--- config.mk ---
export PLATFORM = sky130hd
export DESIGN_NAME = hst_scan_step
export DESIGN_NICKNAME = d
export VERILOG_FILES = /design/src/sv/hst_pkg.sv /design/src/sv/hst_scan_step.sv
export SDC_FILE = /design/constraint.sdc
export NUM_CORES = 1
export LEC_CHECK = 0
export ABC_AREA = 1
export BUFFER_PORTS_ARGS = -buffer_cell sky130_fd_sc_hd__buf_2
export CAP_MARGIN = 10
export CORE_MARGIN = 2
export CORE_UTILIZATION = 30
export DETAILED_ROUTE_END_ITERATION = 8
export PLACE_DENSITY = 0.6
export SLEW_MARGIN = 20
export SYNTH_ARGS = -nofsm -noshare
export SYNTH_HDL_FRONTEND = slang
export SYNTH_SLANG_ARGS = --single-unit
--- constraint.sdc ---
create_clock -name vclk -period 1.4
set_input_delay 0.14 -clock vclk [all_inputs]
set_output_delay 0.14 -clock vclk [all_outputs]
set_load 0.02 [all_outputs]
--- src/sv/hst_pkg.sv ---
// hst_pkg: shared types and constants of the handle slot table
// no dependencies
`default_nettype none

package hst_pkg;

    localparam int HANDLE_W  = 32;   // full handle as seen on the ports
    localparam int HARBOR_W  = 8;    // harbor byte in the top of a handle
    localparam int HFIELD_W  = 24;   // handle bits below the harbor byte
    localparam int CTX_W     = 16;   // context reference on the ports

    typedef logic [1:0] t_opcode;
    localparam t_opcode OP_REGISTER   = 2'd0;
    localparam t_opcode OP_RETIRE     = 2'd1;
    localparam t_opcode OP_LOOKUP     = 2'd2;
    localparam t_opcode OP_RETIRE_ALL = 2'd3;

    typedef logic [1:0] t_status;
    localparam t_status STS_OK      = 2'd0;
    localparam t_status STS_NOMATCH = 2'd1;
    localparam t_status STS_FULL    = 2'd2;

    // control of the slot-used bit array
    typedef struct packed {
        logic set;
        logic clr;
        logic clear_all;
    } t_used_ctl;

    // control of the slot payload memory
    typedef struct packed {
        logic wr;
        logic rd;
    } t_mem_ctl;

endpackage

`default_nettype wire

--- src/sv/hst_scan_step.sv ---
// hst_scan_step: one probe of the free-slot scan, handle advance with wrap
// depends on hst_pkg
`default_nettype none

module hst_scan_step
    import hst_pkg::*;
#(
    parameter int SLOT_COUNT  = 256,
    parameter int HANDLE_BITS = 24
) (
    input  wire logic [HANDLE_BITS-1:0]        i_h,
    input  wire logic                          i_used,
    input  wire logic [$clog2(SLOT_COUNT)-1:0] i_cnt,
    output logic      [HANDLE_BITS-1:0]        o_h_next,
    output logic                               o_free,
    output logic                               o_last
);

    localparam int IW = $clog2(SLOT_COUNT);

    logic [HANDLE_BITS-1:0] inc;

    // handle zero is reserved, so the counter wraps to one
    assign inc      = i_h + HANDLE_BITS'(1);
    assign o_h_next = (inc == '0) ? HANDLE_BITS'(1) : inc;
    assign o_free   = !i_used;
    assign o_last   = (i_cnt == IW'(SLOT_COUNT - 1));

endmodule

`default_nettype wire
# --- Word-level counts from Yosys, hierarchy flattened ---
# Cells that the tools add are included.
word_totals:
  ff_bits: 0
  in_bits: 33
  output_inout_bits: 26
op_classes:
  n_addsub: 1
  n_eq_ne: 1
  muxes: 1
  reduce_logical: 2
op_table:
  columns: ["cell", "count"]
  rows:
  - ["24-bit by 1-bit adder with 24-bit output, second input constant", 1]
  - ["24-bit zero test", 1]
  - ["24-bit two-way mux", 1]
  - ["8-bit equality test, second input constant", 1]
  - ["1-bit zero test", 1]

# --- Logic depth before layout (Yosys ltp) ---
logic_depth:
  word_depth: 3
  ltp_mapped: 13
  mapped_depth_nobuf: 13

# --- Worst setup path after synthesis ---
# OpenSTA, ideal clock, no wires.
synth_path:
  kind: "input port to output port"
  from: "input port i_h[0]"
  to: "output port o_h_next[0]"
  arrival_time_ns: 1.556
  required_time_ns: 1.260
  setup_slack_ns: -0.296
  cell_stages: 11
  n_path_buf: 0
  cell_sequence: "ha_1 > nand2_2 > nor2_8 > nand2_4 > nor2_4 > nand2_1 > nand2_1 > nand2_1 > nor2_1 > nand3_1 > o21ai_1"
synth_between:
  elab_chain_cells: 3
synth_rtl:
  columns: ["element", "line_no", "source"]
  rows:
  - ["from (decl)", "hst_scan_step.sv:11", "input wire logic [HANDLE_BITS-1:0] i_h,"]
  - ["24-bit by 1-bit adder with 24-bit output (*)", "hst_scan_step.sv:24", "assign inc = i_h + HANDLE_BITS'(1);"]
  - ["24-bit zero test", "hst_scan_step.sv:25", "assign o_h_next = (inc == '0) ? HANDLE_BITS'(1) : inc;"]
  - ["24-bit two-way mux (*)", "hst_scan_step.sv:25", null]
  - ["to (decl)", "hst_scan_step.sv:14", "output logic [HANDLE_BITS-1:0] o_h_next,"]
# Every way passes the cells marked *; elsewhere a longest branch is shown, timed or not.

# --- Final worst setup path ---
layout_path:
  from: "input port i_h[1]"
  to: "output port o_h_next[0]"
layout_between:
  elab_chain_cells: 3
layout_rtl:
  columns: ["element", "line_no"]
  rows:
  - ["24-bit by 1-bit adder with 24-bit output", "hst_scan_step.sv:24"]
  - ["24-bit zero test", "hst_scan_step.sv:25"]
  - ["24-bit two-way mux", "hst_scan_step.sv:25"]
# Every way passes these cells.

==> results.toml <==
[timing]
count_of_final_setup_violators = 4
final_hold_viol_count = 0
timing.max_slew.rel_slack_pct = 84.2
tightestPinTransition_ns = 0.236
grt_setup_unrepaired = "true"
finalMaxSlewViolations = 0
final.setup.tns_ns = -0.779
max_freq_ghz = 0.587
holdWs_ns = 0.529
final_critical_path_setup_slack_ns = -0.303
period_needed_ns = 1.70
finalCritPeriodShare_pct = 122

[setup_path]
criticalPathCategory = "in -> out"
critical_path.endpoint_type = "primary output"
timing.critical_path.max_delay_family = "simple AND/OR/NAND/NOR gates"
startpoint_type = "input port"
path_common_cell = "nor2_2"
slowest_delay_ns = 0.18
crit_slowest_cell = "nor2_8"
wp_data_required_ns = 1.26
path_buf_inv = 2
cp_data_arrival_time_ns = 1.56
timing.critical_path.cells = "buf_8 -> ha_4 -> nand2_4 -> nor2_8 -> nand3_4 -> nor2_2 -> nor2_1 -> nor2_2 -> nand2_1 -> nor2_2 -> nand2_2 -> o21ai_4 -> buf_6"
path_max_fanout = 7

[power]
leakage_power_total_uw = 0.00115
pwr_cell_area_nw_per_um2 = 245
worst_ir_drop_vdd_mv = 0.100

[placed_design]
final_weighted_congestion_in_routability_driven_placement = 0.769
dp.final_hpwl_mm = 2.74
pre_cts_ws_ns = -0.474
io_buffers = 59

[layout]
antenna_cells = 0
regArea_um2 = 0
final_util_pct = 67.0
nFlopsAndLatches = 0
layout_cell_share_with_drive_strength_beyond_1_pct = 59.1
design.final.nets = 349
fillCellCount = 285
num-clock-buffers = 0
areaGrowthSynthToFinish_pct = 117
layout_common_cells = "buf_4 (58), nand2_1 (55), buf_2 (40), inv_1 (28)"
layout.cells.most_common = "buf_4"

[global_routing]
vias_in_the_first_global_route = 1398
grtUsageTotal_pct = 18.9
globalRouteOverflowTotal = 0
antenna_found_initial = 0
grt_max_degree = 8
grt_pass1_wl_mm = 5.43

[clock_tree]
cts_hold_buffers = 0

[floorplan]
area_of_the_core_um2 = 3000
row_count = 20
die_outline_area_um2 = 3550
die_width_um = 59.6
initial_utilization_pct = 30.8
floorplan.die.height_um = 59.6
io-pin-count = 59

[hold_path]
holdCritPathClass = "in -> out"

[detailed_routing]
antenna_violating_nets_post_route = 0
remaining_drc_errors = 0
route.vias.total = 1561
totalWireLength_mm = 3.42
drt-initial-drc-count = 40
detailedRoute.firstPassIterationCount = 4
avgRoutedWirePerCell_um = 9.87
vias_per_std_cell = 4.51

[yosys]
yosysUniqueCellTypes = 19
ys_warn_count = 0
postSynthNetCount = 229
synth_seq_area_share_pct = 0
post_synth.cell_area_avg_um2 = 4.75
synthesis.area_um2 = 926
syn_inst = 195

[run]
cap_viol_max_count = 0

[run_status]
violations = "setup timing"
run_status = "finished with violations"
cell type report:
| cell class | instances | area, um2 | area share, % |
|---|---|---|---|
| multi-input combinational | 159 | 973 | 48.4 |
| timing repair buffer | 118 | 861 | 42.8 |
| inverter | 36 | 135 | 6.72 |
| tap | 33 | 41.3 | 2.05 |
per-layer routing:
layer	global-route usage (%)	up-vias	part of all wire, %
met2	36.4	35	53
met5	0	-	0
met3	0.437	3	3.7
li1	-	841	-
met4	1.90	0	0.59
met1	23.9	682	43
kinds of logic after synthesis:
logic type	share of synthesized area, %
and+or+nand+nor	80.3
AOI/OAI and AO/OA	2.84
adders and majority gates	1.35
xor gates and xnor gates	0.946
buffers and inverters	14.6
synth_stat cells:
cell type / instances / area share, %
o21ai_2: 1 / 0.95
o21ai_1: 2 / 1.1
nand4_1: 7 / 4.7
nor2_2: 3 / 2.0
nor3_1: 1 / 0.54
nand3_1: 13 / 7.0
nand3b_1: 5 / 4.1
nor2_8: 2 / 4.3
ha_1: 1 / 1.4
inv_2: 4 / 1.6
xnor2_1: 1 / 0.95
inv_1: 32 / 13
nand3_2: 2 / 2.2
nand2_2: 10 / 6.8
nor2_1: 34 / 14
nor2_4: 3 / 3.6
nand2_4: 2 / 2.4
nand2_1: 71 / 29
o21bai_1: 1 / 0.81
per-stage QoR:
step / instances / power (uW) / area (um2)
after floorplan: 195 / 189 / 990
after global placement: 342 / 420 / 1740
after detailed placement: 342 / 425 / 1740
after CTS: 344 / 457 / 1870
after global routing: 346 / 536 / 2010
final: 346 / 493 / 2010
where the power goes:
part,switching [uW],internal [uW]
clock network,0,0
logic,251,242
registers,0,0
total,251,242
repair_timing:
action	in CTS	in global routing
resized for setup	36	44
cloned	0	0
pin swaps	19	16
setup buffers	2	3
setup endpoints to repair	10	14
final timing paths:
check,end,cells past startpoint,startpoint,slack (ns)
min,o_free,3,i_used,0.53
max,o_h_next[0],13,i_h[1],-0.30
worst min-delay path: stages:
cell and delay, ns:
buf_2 0.08, inv_1 0.03, buf_2 0.14
Note: power is estimated with default switching activity, not from simulation.
