`src/sv/hst_pkg.sv`:
```
// hst_pkg: shared types and constants of the handle slot table
// no dependencies
`default_nettype none

package hst_pkg;

    localparam int HANDLE_W  = 32;   // full handle as seen on the ports
    localparam int HARBOR_W  = 8;    // harbor byte in the top of a handle
    localparam int HFIELD_W  = 24;   // handle bits below the harbor byte
    localparam int CTX_W     = 16;   // context reference on the ports

    typedef logic [1:0] t_opcode;
    localparam t_opcode OP_REGISTER   = 2'd0;
    localparam t_opcode OP_RETIRE     = 2'd1;
    localparam t_opcode OP_LOOKUP     = 2'd2;
    localparam t_opcode OP_RETIRE_ALL = 2'd3;

    typedef logic [1:0] t_status;
    localparam t_status STS_OK      = 2'd0;
    localparam t_status STS_NOMATCH = 2'd1;
    localparam t_status STS_FULL    = 2'd2;

    // control of the slot-used bit array
    typedef struct packed {
        logic set;
        logic clr;
        logic clear_all;
    } t_used_ctl;

    // control of the slot payload memory
    typedef struct packed {
        logic wr;
        logic rd;
    } t_mem_ctl;

endpackage

`default_nettype wire

```
`src/sv/hst_used_bits.sv`:
```
// hst_used_bits: per-slot used flags in flip-flops, cleared at once
// depends on hst_pkg
`default_nettype none

module hst_used_bits
    import hst_pkg::*;
#(
    parameter int SLOT_COUNT = 256
) (
    input  wire logic                          i_clk,
    input  wire logic                          i_rst_n,
    input  wire t_used_ctl                     i_ctl,
    input  wire logic [$clog2(SLOT_COUNT)-1:0] i_addr,
    output logic                               o_used
);

    logic [SLOT_COUNT-1:0] r_used;

    always_ff @(posedge i_clk) begin
        if (!i_rst_n) begin
            r_used <= '0;
        end else if (i_ctl.clear_all) begin
            r_used <= '0;
        end else if (i_ctl.set) begin
            r_used[i_addr] <= 1'b1;
        end else if (i_ctl.clr) begin
            r_used[i_addr] <= 1'b0;
        end
    end

    assign o_used = r_used[i_addr];

endmodule

`default_nettype wire

```
`config.mk`:
```
export PLATFORM = sky130hd
export DESIGN_NAME = hst_used_bits
export DESIGN_NICKNAME = d
export VERILOG_FILES = /design/src/sv/hst_pkg.sv /design/src/sv/hst_used_bits.sv
export SDC_FILE = /design/constraint.sdc
export NUM_CORES = 1
export LEC_CHECK = 0
export ABC_AREA = 1
export ABC_CLOCK_PERIOD_IN_PS = 2100
export BUFFER_PORTS_ARGS = -buffer_cell sky130_fd_sc_hd__buf_4
export CAP_MARGIN = 20
export CORE_AREA = 2 2 174 305
export DETAILED_ROUTE_END_ITERATION = 6
export DIE_AREA = 0 0 176 307
export GPL_ROUTABILITY_DRIVEN = 0
export GPL_TIMING_DRIVEN = 1
export SYNTH_ARGS = -nofsm -noshare
export SYNTH_HDL_FRONTEND = slang
export SYNTH_SLANG_ARGS = --single-unit
```
`constraint.sdc`:
```
create_clock -name i_clk -period 2.1 [get_ports i_clk]
set_input_delay 0.42 -clock i_clk [delete_from_list [all_inputs] [get_ports i_clk]]
set_output_delay 0.42 -clock i_clk [all_outputs]
set_load 0.005 [all_outputs]
```
# == Yosys cells after proc, flatten, opt, wreduce, memory -nomap -nowiden ==
# Cells that the tools add are included.
# op_classes
order_cmp,2
mux,6
n_bitwise,4
n_reduce_logical,3
# ops
cell,count
$mux 256,2
$and 256x256->256,1
$not 256->256,1
$or 256x256->256,1
$lt 8x9->1 const B,1
$bmux 1 s8,1
$demux 1 s8,1
$ge 8x1->1 const B,1
$mux 1,2
$reduce_bool 2->1,1
$reduce_or 2->1,1
$logic_and 1x1->1,1
$not 1->1,1
# word_totals
regBits,256
inputBits,13
out_inout_bits,1
word_cells,16

# == Depth between registers and ports, before layout ==
# depth
word_depth,8
depth_mapped,16
ltp_nobuf,13

# == Worst setup path before layout ==
# No wires, ideal clock.
# synth_path
path_type,input port to output port
start,input i_addr[0]
end,output o_used
t_arrival_ns,1.612
required_time_ns,1.680
path_slack_ns,0.068
path_stages,16
path_buffers,3
path_cell_list,buf_4 inv_2 buf_6 buf_6 nand2_1 nand2_1 nand2_1 nand3_1 nand2_1 nand2_1 o21ai_0 nand2_1 nor2_1 nor2_1 nor2_1 nand2_1
# synth_between
elab_chain_len,2
# synth_rtl
element,line,source
start: declaration,hst_used_bits.sv:13,"input wire logic [$clog2(SLOT_COUNT)-1:0] i_addr,"
$bmux 1 s8,hst_used_bits.sv:31,assign o_used = r_used[i_addr];
$mux 1 (implied by the code),hst_used_bits.sv:31,
end: declaration,hst_used_bits.sv:14,output logic o_used
# Every way passes these cells. The select of a mux whose other input is x is not followed.

# == Worst setup path after layout ==
# layout_path
start,input i_addr[2]
end,output o_used
# Same word-level chain as after synthesis.

==> flow_summary.toml <==
[run_status]
status = "finished with violations"
violations = "setup timing"

[clock_network]
htree_levels = 1
path_clk_slew_ns = 0.06
clkLatencyLatePin_ns = 0.54
cts-hold-fix-buffers = 0
cts.path.max_buffers = 3
cts_root_buf = "clkbuf_16"
cts_buffers = 23
cts.sinks = 256
cts_tree = "built"

[layout]
diodes = 0
fill_cells = 5529
ff_latch_area_sq_mm = 0.005129
final_core_util_pct = 30.34
multi_input_area_sq_mm = 0.006860
fin_nets = 1983
layout-drive-gt1-share_pct = 15.38
syn2layout_area_growth_pct = 22.96

[route]
num_vias = 14110
drc = 0
route.met3.wl_mm = 3.534
postRouteAntennaNets = 0
top_layer = "met4"
wl_met2_mm = 27.44
wl_per_cell_um = 20.79
first_iter_violations = 1612
finalWirelength_mm = 55.33
drt_pass1_iterations = 5
m1WireLength_mm = 19.35
viasPerCell = 5.302

[sta]
fin_crit_ns = 2.560
tightest_slew_ns = 1.215
clock.fmax_mhz = 390.6
slew_violations = 0
relSlewSlack_pct = 19.01
skew_ns = 0
setup_viol = 1
grt_setup_unrepaired = "true"
hold_viol_final = 0
setup_slack_ns = -0.4602
period_share_pct = 121.9

[floorplanning]
die_x_um = 176
initial_core_util_pct = 24.67
row_count = 111
die_y_um = 307
ios = 14
die_area_sq_mm = 0.05403
core_area_sq_mm = 0.05180

[hold_path]
holdCritPathClass = "flop to flop"
min_path_cells = 2

[synthesis]
synth_common_cells = "605 x nand2_1, 256 x dfxtp_1, 251 x a21oi_1, 240 x nor3_1, 148 x nand3_1"
seq_area_frac_synth_pct = 40.09
syn-instance-count = 1948
syn_nets = 1961
ys_top_cells_by_area = "dfxtp_1 40%, nand2_1 18%, a21oi_1 9.8%"
synth_edf_count = 0
yosys.area.top_type = "dfxtp_1"
async_flop_share_pct = 0
yosys_warnings = 0
synth-main-ff-cell = "dfxtp_1"
synth.most_common_cell = "nand2_1"
syn_area_sq_mm = 0.01278
synth_top_cell_area_share_pct = 40.09
avgSynthCellArea_sq_um = 6.562
ys_ff_latch = 256
synth_cell_types = 24

[global_route]
antenna_found_initial = 0
track_usage_pct = 19.74
grt_max_degree = 257
grt_pass1_vias = 13630
grt_pass1_wl_mm = 82.00
grt_overflow = 0

[worst_setup_path]
cp.arrival_ns = 2.14
worstSetupPathType = "primary input to output pin"
ff2ff_path_depth = 2
worstSetupStartpointType = "primary input"
end_kind = "output pin"
cp.required_ns = 1.68
r2r_slack_ns = 1.34
cp_max_fo = 16

[placed_design]
port_buffers = 13
dpl.hpwl_mm = 34.50

[power]
total_power_mw = 10.34
p_per_area_mw_per_mm2 = 657.6
p_leak_nw = 5.690
max-vdd-ir-drop_v = 0.0004845

[run]
drv_cap = 0
worst max-delay path: stages:
cell and delay (ns):
buf_4 0.11, inv_2 0.05, nand2_2 0.19, inv_2 0.26, nand2_1 0.15, nand2_2 0.12
o21ai_2 0.18, nand2_1 0.09, nor2_2 0.14, nor2_1 0.06, nor2_1 0.13, nand2_2 0.10
buf_6 0.12
area by class of cell:
type	count	area share, %
timing repair buffer	159	12.01
clock buffer	34	4.243
multi-input combinational	1469	43.65
clock inverter	4	0.4776
tap	678	5.397
inverter	61	1.592
sequential	256	32.63
placed cells by master, fill, tap and decap left out, types with 2 or more instances in the layout:
| cell type | n |
|---|---|
| clkbuf_8 | 5 |
| dfxtp_2 | 3 |
| buf_6 | 5 |
| buf_4 | 107 |
| nand2_1 | 567 |
| o21ai_2 | 5 |
| nor3_1 | 240 |
| nand3_1 | 146 |
| clkbuf_16 | 32 |
| nand2_4 | 4 |
| buf_16 | 7 |
| buf_8 | 2 |
| nand3_2 | 3 |
| o21ai_0 | 120 |
| dfxtp_1 | 253 |
| nor2_2 | 25 |
| inv_1 | 34 |
| a21oi_1 | 251 |
| bufinv_16 | 2 |
| a211oi_1 | 9 |
| nand2_2 | 36 |
| inv_4 | 2 |
| clkbuf_1 | 6 |
| clkinv_1 | 2 |
| buf_12 | 29 |
| nor2_1 | 25 |
| nor2_4 | 10 |
| clkinvlp_4 | 2 |
| o21ai_1 | 25 |
| inv_2 | 22 |
kinds of logic (layout without fill, tap and decap cells):
kind of cell           count (synthesis)  in the layout  synth area share (%)
AND/OR/NAND/NOR                     1058           1058                 36.03
AO/OA/AOI/OAI                        411            411                 16.27
flip-flops                           256            256                 40.09
buffers and inverters                223            258                 7.606
power breakdown:
part	switching, mW	leakage [nW]	internal [mW]
Clock	1.98	0.355	2.44
Sequential	0.00242	2.06	4.86
Combinational	0.748	3.27	0.312
routing by layer:
layer | GRT usage [%] | vias to the layer above
li1 | - | 6555
met1 | 20.80 | 6588
met2 | 34.50 | 713
met3 | 2.695 | 252
met4 | 16.70 | 0
met5 | 0 | -
worst max-delay path by stage:
| stage | start | end | slack, ns | cells after the start |
|---|---|---|---|---|
| after detailed placement | i_addr[0] | o_used | -0.75 | 16 |
| after CTS | i_addr[0] | o_used | -0.47 | 17 |
| after floorplan | i_addr[0] | o_used | 0.07 | 16 |
| after global routing | i_addr[0] | o_used | -0.55 | 17 |
| final | i_addr[2] | o_used | -0.46 | 13 |
| after global placement | i_addr[0] | o_used | -0.75 | 16 |
through the flow:
| step | setup TNS (ns) | hold WS [ns] | instance area, sq um | instances | worst slack (ns) |
|---|---|---|---|---|---|
| final | -0.4602 | 0.4579 | 15720 | 2661 | -0.4602 |
| after detailed placement | -2.151 | 0.4502 | 14300 | 2603 | -0.7502 |
| after CTS | -0.4737 | 0.4608 | 15350 | 2651 | -0.4737 |
| after global placement | -2.344 | 0.4444 | 14300 | 2603 | -0.7545 |
| after floorplan | 0 | 0.4339 | 12780 | 1948 | 0.06761 |
| after global routing | -0.5484 | 0.4791 | 15720 | 2661 | -0.5484 |
what timing repair did:
item                       4_1_cts  5_1_grt
gates resized for setup         34       64
pin swaps                       16       44
cloned                           5        9
setup buffers                    5        4
setup endpoints to repair        1        1
Note: power is estimated with default switching activity, not from simulation.
